### src/hdl/itm0_pkg.sv
// Shared types and codes for the interval timer (mode 0 counting only).
// Used by every module of the block; depends on nothing.
package itm0_pkg;

  typedef enum logic [1:0] {
    ACT_CONTROL = 2'd0,
    ACT_WRITE   = 2'd1,
    ACT_READ    = 2'd2,
    ACT_TICK    = 2'd3
  } action_e;

  localparam logic [2:0] ACC_LATCH   = 3'd0;
  localparam logic [2:0] ACC_LSB     = 3'd1;
  localparam logic [2:0] ACC_MSB     = 3'd2;
  localparam logic [2:0] ACC_WORD_LO = 3'd3;
  localparam logic [2:0] ACC_WORD_HI = 3'd4;

  localparam logic [1:0] ACC_FIELD_LATCH = 2'd0;
  localparam logic [2:0] MODE_TERM       = 3'd0;

  localparam logic [15:0] COUNT_WRAP = 16'hFFFF;
  localparam logic [15:0] COUNT_ONE  = 16'h0001;

  localparam int unsigned InDataW  = 16;
  localparam int unsigned OutDataW = 16;

  typedef struct packed {
    action_e    action;
    logic [1:0] counter_index;
    logic [7:0] data_byte;
  } item_t;

  typedef struct packed {
    logic [7:0] read_data;
    logic       irq;
  } result_t;

  typedef struct packed {
    logic [7:0] rd_byte;
    logic       out_rise;
  } lane_stat_t;

endpackage

### src/hdl/itm0_in_stage.sv
// Input register of the interval timer: holds one accepted item.
// Depends on itm0_pkg.
module itm0_in_stage (
  input  logic           clk_i,
  input  logic           rst_ni,
  input  logic           valid_i,
  output logic           ready_o,
  input  itm0_pkg::item_t item_i,
  input  logic           adv_i,
  output logic           valid_o,
  output itm0_pkg::item_t item_o
);
  import itm0_pkg::*;

  logic  valid_q, valid_d;
  item_t item_q;
  logic  take;

  assign ready_o = !valid_q || adv_i;
  assign take    = valid_i && ready_o;

  always_comb begin
    valid_d = valid_q;
    if (take) begin
      valid_d = 1'b1;
    end else if (adv_i) begin
      valid_d = 1'b0;
    end
  end

  always_ff @(posedge clk_i or negedge rst_ni) begin
    if (!rst_ni) begin
      valid_q <= 1'b0;
    end else begin
      valid_q <= valid_d;
    end
  end

  always_ff @(posedge clk_i) begin
    if (take) begin
      item_q <= item_i;
    end
  end

  assign valid_o = valid_q;
  assign item_o  = item_q;
endmodule

### src/hdl/itm0_lane.sv
// One 16-bit down counter with its latch, access state, mode and out level.
// Depends on itm0_pkg.
module itm0_lane #(
  parameter int unsigned LANE = 0
) (
  input  logic                 clk_i,
  input  logic                 rst_ni,
  input  itm0_pkg::item_t      item_i,
  input  logic                 fire_i,
  output itm0_pkg::lane_stat_t stat_o
);
  import itm0_pkg::*;

  localparam logic [1:0] LaneSel = 2'(LANE);

  logic [15:0] count_q, count_d;
  logic [15:0] latch_q, latch_d;
  logic [2:0]  mode_q, mode_d;
  logic [2:0]  acc_q, acc_d;
  logic        out_q, out_d;
  logic        load;
  logic [15:0] load_val;
  logic        idx_hit;

  assign idx_hit = (item_i.counter_index == LaneSel);

  always_comb begin
    count_d  = count_q;
    latch_d  = latch_q;
    mode_d   = mode_q;
    acc_d    = acc_q;
    out_d    = out_q;
    load     = 1'b0;
    load_val = '0;
    unique case (item_i.action)
      ACT_CONTROL: begin
        if (item_i.data_byte[7:6] == LaneSel) begin
          if (item_i.data_byte[5:4] == ACC_FIELD_LATCH) begin
            latch_d = count_q;
          end else begin
            acc_d  = {1'b0, item_i.data_byte[5:4]};
            mode_d = item_i.data_byte[3:1];
          end
        end
      end
      ACT_WRITE: begin
        if (idx_hit) begin
          unique case (acc_q)
            ACC_LSB: begin
              load     = 1'b1;
              load_val = {8'h00, item_i.data_byte};
            end
            ACC_MSB: begin
              load     = 1'b1;
              load_val = {item_i.data_byte, 8'h00};
            end
            ACC_WORD_LO: begin
              latch_d = {8'h00, item_i.data_byte};
              acc_d   = ACC_WORD_HI;
            end
            ACC_WORD_HI: begin
              load     = 1'b1;
              load_val = {item_i.data_byte, latch_q[7:0]};
              acc_d    = ACC_WORD_LO;
            end
            default: begin
            end
          endcase
        end
      end
      ACT_READ: begin
      end
      ACT_TICK: begin
        if (mode_q == MODE_TERM) begin
          if (count_q == '0) begin
            count_d = COUNT_WRAP;
          end else begin
            count_d = count_q - COUNT_ONE;
            if (count_q == COUNT_ONE) begin
              out_d = 1'b1;
            end
          end
        end
      end
      default: begin
      end
    endcase
    if (load) begin
      latch_d = '0;
      if (mode_q == MODE_TERM) begin
        count_d = load_val;
        out_d   = 1'b0;
      end
    end
  end

  always_ff @(posedge clk_i or negedge rst_ni) begin
    if (!rst_ni) begin
      count_q <= '0;
      latch_q <= '0;
      mode_q  <= '0;
      acc_q   <= ACC_LATCH;
      out_q   <= 1'b0;
    end else if (fire_i) begin
      count_q <= count_d;
      latch_q <= latch_d;
      mode_q  <= mode_d;
      acc_q   <= acc_d;
      out_q   <= out_d;
    end
  end

  assign stat_o.rd_byte  = (item_i.action == ACT_READ && idx_hit) ? latch_q[7:0] : 8'h00;
  assign stat_o.out_rise = !out_q && out_d;
endmodule

### src/hdl/itm0_out_stage.sv
// Result register of the interval timer: holds one result until taken.
// Depends on itm0_pkg.
module itm0_out_stage (
  input  logic             clk_i,
  input  logic             rst_ni,
  input  logic             load_i,
  input  itm0_pkg::result_t res_i,
  input  logic             ready_i,
  output logic             valid_o,
  output itm0_pkg::result_t res_o
);
  import itm0_pkg::*;

  logic    valid_q, valid_d;
  result_t res_q;

  always_comb begin
    valid_d = valid_q;
    if (load_i) begin
      valid_d = 1'b1;
    end else if (ready_i) begin
      valid_d = 1'b0;
    end
  end

  always_ff @(posedge clk_i or negedge rst_ni) begin
    if (!rst_ni) begin
      valid_q <= 1'b0;
    end else begin
      valid_q <= valid_d;
    end
  end

  always_ff @(posedge clk_i) begin
    if (load_i) begin
      res_q <= res_i;
    end
  end

  assign valid_o = valid_q;
  assign res_o   = res_q;
endmodule

### src/hdl/interval_timer_mode0.sv
// Top level of the interval timer: input register, counter lanes, result register.
// Depends on itm0_pkg, itm0_in_stage, itm0_lane and itm0_out_stage.
//
// Channel  | Dir | Handshake                   | Payload
// s_axis   | in  | s_axis_tvalid/s_axis_tready | tuser: action; tdata: counter_index, data_byte
// m_axis   | out | m_axis_tvalid/m_axis_tready | tdata: read_data, irq
//
// One item per cycle sustained unless the result is stalled; each item yields one
// result through the input register, the lane update and then the result register.
// All counter state and both valid flags clear on rst_ni (asynchronous, active low).
// A stalled result register holds the item in the input register; a new item is still
// taken in the cycle the waiting one moves on.
module interval_timer_mode0 #(
  parameter int unsigned NUM_COUNTERS = 3
) (
  input  logic                          clk_i,
  input  logic                          rst_ni,
  input  logic                          s_axis_tvalid,
  output logic                          s_axis_tready,
  // [1:0] counter_index, [9:2] data_byte, [15:10] zero
  input  logic [itm0_pkg::InDataW-1:0]  s_axis_tdata,
  // [1:0] action
  input  logic [1:0]                    s_axis_tuser,
  output logic                          m_axis_tvalid,
  input  logic                          m_axis_tready,
  // [7:0] read_data, [8] irq, [15:9] zero
  output logic [itm0_pkg::OutDataW-1:0] m_axis_tdata
);
  import itm0_pkg::*;

  item_t      in_item;
  item_t      cur_item;
  logic       cur_valid;
  logic       out_valid;
  logic       adv;
  result_t    res_d;
  result_t    res_q;
  lane_stat_t stat [NUM_COUNTERS];
  logic [7:0] rd_or;

  assign in_item.action        = action_e'(s_axis_tuser);
  assign in_item.counter_index = s_axis_tdata[1:0];
  assign in_item.data_byte     = s_axis_tdata[9:2];

  assign adv = cur_valid && (!out_valid || m_axis_tready);

  itm0_in_stage u_in (
    .clk_i   (clk_i),
    .rst_ni  (rst_ni),
    .valid_i (s_axis_tvalid),
    .ready_o (s_axis_tready),
    .item_i  (in_item),
    .adv_i   (adv),
    .valid_o (cur_valid),
    .item_o  (cur_item)
  );

  for (genvar g = 0; g < NUM_COUNTERS; g++) begin : g_lane
    itm0_lane #(
      .LANE (g)
    ) u_lane (
      .clk_i  (clk_i),
      .rst_ni (rst_ni),
      .item_i (cur_item),
      .fire_i (adv),
      .stat_o (stat[g])
    );
  end

  always_comb begin
    rd_or = 8'h00;
    for (int i = 0; i < NUM_COUNTERS; i++) begin
      rd_or = rd_or | stat[i].rd_byte;
    end
  end

  assign res_d.read_data = rd_or;
  assign res_d.irq       = stat[0].out_rise;

  itm0_out_stage u_out (
    .clk_i   (clk_i),
    .rst_ni  (rst_ni),
    .load_i  (adv),
    .res_i   (res_d),
    .ready_i (m_axis_tready),
    .valid_o (out_valid),
    .res_o   (res_q)
  );

  assign m_axis_tvalid = out_valid;
  assign m_axis_tdata  = {7'b0, res_q.irq, res_q.read_data};

`ifndef SYNTHESIS
  a_irq_no_read: assert property (@(posedge clk_i) disable iff (!rst_ni)
    m_axis_tvalid && m_axis_tdata[8] |-> m_axis_tdata[7:0] == 8'h00)
    else $error("irq and read data in one result");

  a_rise_on_tick: assert property (@(posedge clk_i) disable iff (!rst_ni)
    stat[0].out_rise |-> cur_item.action == ACT_TICK)
    else $error("counter 0 out rose without a tick");

  a_hold_on_stall: assert property (@(posedge clk_i) disable iff (!rst_ni)
    cur_valid && out_valid && !m_axis_tready |=> cur_valid)
    else $error("item dropped while result stalled");

  a_adv_fills: assert property (@(posedge clk_i) disable iff (!rst_ni)
    adv |=> out_valid)
    else $error("advanced item left no result");
`endif
endmodule
### config.mk
export PLATFORM = sky130hd
export DESIGN_NAME = interval_timer_mode0
export DESIGN_NICKNAME = d
export VERILOG_FILES = /design/src/hdl/itm0_pkg.sv /design/src/hdl/itm0_in_stage.sv /design/src/hdl/itm0_lane.sv /design/src/hdl/itm0_out_stage.sv /design/src/hdl/interval_timer_mode0.sv
export SDC_FILE = /design/constraint.sdc
export NUM_CORES = 1
export LEC_CHECK = 0
export BUFFER_PORTS_ARGS = -buffer_cell sky130_fd_sc_hd__buf_2
export CELL_PAD_IN_SITES_DETAIL_PLACEMENT = 0
export CELL_PAD_IN_SITES_GLOBAL_PLACEMENT = 1
export CORE_ASPECT_RATIO = 1.2
export CORE_MARGIN = 3
export CORE_UTILIZATION = 48
export DETAILED_ROUTE_END_ITERATION = 10
export PLACE_DENSITY = 0.86
export SLEW_MARGIN = 20
export SYNTH_ARGS = -nofsm -noshare
export SYNTH_HDL_FRONTEND = slang
export SYNTH_HIERARCHICAL = 1
export SYNTH_SLANG_ARGS = --single-unit
export TNS_END_PERCENT = 50
### constraint.sdc
create_clock -name clk_i -period 3.3 [get_ports clk_i]
set_input_delay 0.66 -clock clk_i [delete_from_list [all_inputs] [get_ports clk_i]]
set_output_delay 0.66 -clock clk_i [all_outputs]
set_load 0.01 [all_outputs]
==> impl_metrics.csv <==
group,metric,value,unit
setup_path,r2r_slack,0.67,ns
grt,grt_overflow,0,
flow_run,cap_violations,0,
timing,hold_violations,0,
die,rows,49,
die,fp.coreArea,15100,um2
setup_path,crit_path_start_kind,"register",
placement,portBuffers,26,
grt,grt.total_usage,0.253,
die,start_util,0.495,
placement,place_congestion,0.861,
pwr,leakage,3.43,nW
layout,layoutNonFillerInstCount,1084,
die,die_area,17100,um2
die,io_pins,40,
timing,min_period,2.63,ns
grt,grt_pass1_wl,34.4,mm
layout,final_core_util,0.553,
routing,met2_length,10.3,mm
die,die_h,143,um
timing,whs,0.256,ns
routing,met1_length,8.69,mm
routing,routed_wl,20.9,mm
routing,top_layer,"met4",
timing,rsz0062_at_grt,"false",
setup_path,r2r_cells,5,
routing,route.detailed.drc,0,
clock_tree,clock-sinks,114,
routing,wire_per_inst,19.3,um
routing,firstDrtPassIters,5,
timing,slew_headroom,0.302,
setup_path,critPathSlowestCell,"o311ai_0",
routing,antenna_left,0,
pwr,power_density,732,nW/um2
routing,via_per_inst,6.33,
synthesis,ys_warn_count,6,
layout,nNetsFinal,896,
layout,syn2layout_area_growth,11.9,%
clock_tree,htreeDepth,4,
setup_path,path_cells,"buf_4 -> nand2b_1 -> o311ai_0 -> a21oi_1 -> a21o_1",
clock_tree,cts_setup_buffers,0,
setup_path,crit_arrival,2.95,ns
timing,worst_slew_pin_slew,1.03,ns
setup_path,critPathMaxFanout,19,
timing,setup_violations,0,
placement,hpwl,14.4,mm
clock_tree,cts_inserted_buffers,17,
setup_path,timing.rr.end,"g_lane[1].u_lane/acc_q[0]",
status,status,"complete, no violations",
setup_path,cp_slowest_stage_delay,1.00,ns
grt,grt_pass1_vias,6735,
timing,maxSlewViolCount,0,
routing,vias,6864,
layout,drive_above_1_share,0.153,
clock_tree,postCtsHoldBufs,0,
routing,dr_wl_met3,1.21,mm
pwr,ir_worst_vdd,0.000358,V
hold_path,min_path_type,"input port to async pin",
clock_tree,cts_resized,0,
clock_tree,cts_tree,"yes",
setup_path,crit_type,"register to register",
setup_path,endpoint_kind,"register",
clock_tree,cts-root-buf,"clkbuf_16",
timing,max_freq,380,MHz
placement,place_inst,1052,
grt,grt_max_degree,111,
setup_path,required,3.61,ns
layout,antenna_cells,0,
clock_tree,ctsLongestPathBuffers,2,
clock_tree,clk_pin_slew_worst_paths,0.06,ns
synthesis,synthCells,851,
die,die_x,120,um
clock_tree,clkLatencyLatePin,0.43,ns
setup_path,r2r_start,"u_in/item_o[10]",
timing,fin_crit_sh,0.797,
grt,antenna_found_initial,0,
synthesis,netlist_area,7490,um2
timing,tns,0,ns
timing,finClkSkew,0.0124,ns
synthesis,syn_avg_cell_area,8.80,um2
routing,drtIter0Drc,536,
[state kept, by name, summed over array words and instances, names as in the netlist, named ones only]
| register | flops |
|---|---|
| g_lane.u_lane/count_q | 45 |
| g_lane.u_lane/latch_q | 24 |
| u_in/item_o | 12 |
| g_lane.u_lane/acc_q | 9 |
| g_lane.u_lane/mode_q | 9 |
| u_out/res_o | 9 |
| g_lane.u_lane/out_q | 1 |
| u_in/valid_o | 1 |
| u_out/valid_o | 1 |
[cell usage in the layout, fill, tap and decap left out, types with 23 or more instances in the layout]
cell     count
a21oi_1     36
a22oi_1     32
a31oi_1     27
and2_1      31
buf_2       25
dfrtp_1     93
inv_1       24
nand2_1     73
nand3_1     26
nor2_1      88
nor3_1      32
nor4_1      25
o21ai_0     30
or3_1       23
[through the flow]
stage / total power, mW / instance area (um2) / worst slack (ns)
after floorplan: 3.75 / 7510 / 0.0419
after global placement: 4.19 / 7790 / 0.829
after detailed placement: 4.26 / 7790 / 0.781
after CTS: 6.14 / 8380 / 0.745
after global routing: 6.51 / 8380 / 0.462
final: 6.14 / 8380 / 0.669
[area by class of cell]
cell class / instances / area, um2
inverters: 24 / 90.1
fillers: 1386 / 6760
clock inverters: 11 / 140
repair buffers: 46 / 308
clock buffers: 21 / 450
flip-flops and latches: 114 / 2960
well taps: 204 / 255
multi-input cells: 664 / 4180
[per-layer routing]
| layer | vias to the layer above | track usage |
|---|---|---|
| met5 | - | 0 |
| met4 | 0 | 0.120 |
| met3 | 60 | 0.0404 |
| met2 | 280 | 0.433 |
| met1 | 3308 | 0.312 |
| li1 | 3216 | - |
[power breakdown]
group	switching (mW)	total, mW	internal [mW]
Sequential	0.520	2.35	1.83
Clock	0.651	1.85	1.20
Combinational	1.15	1.94	0.791
Total	2.32	6.14	3.82
[worst max-delay path: cells and delay by family (launching register included)]
family | cells | cell delay [ns]
AO/OA/AOI/OAI | 3 | 1.28
buffers and inverters | 1 | 0.31
flip-flops | 1 | 0.59
AND/OR/NAND/NOR | 1 | 0.33
[how the worst max path moves through the flow]
stage	start	end	slack, ns
2_1_floorplan	m_axis_tready	g_lane[1].u_lane/mode_q[0]	0.04
3_3_place_gp	g_lane[1].u_lane/acc_q[1]	g_lane[1].u_lane/count_q[3]	0.83
3_5_place_dp	u_in/item_o[10]	g_lane[1].u_lane/acc_q[0]	0.78
4_1_cts	u_in/item_o[10]	g_lane[1].u_lane/acc_q[0]	0.75
5_1_grt	g_lane[1].u_lane/acc_q[1]	g_lane[1].u_lane/count_q[12]	0.46
6_report	u_in/item_o[10]	g_lane[1].u_lane/acc_q[0]	0.67
No activity file was read; power rests on OpenSTA's default activity.
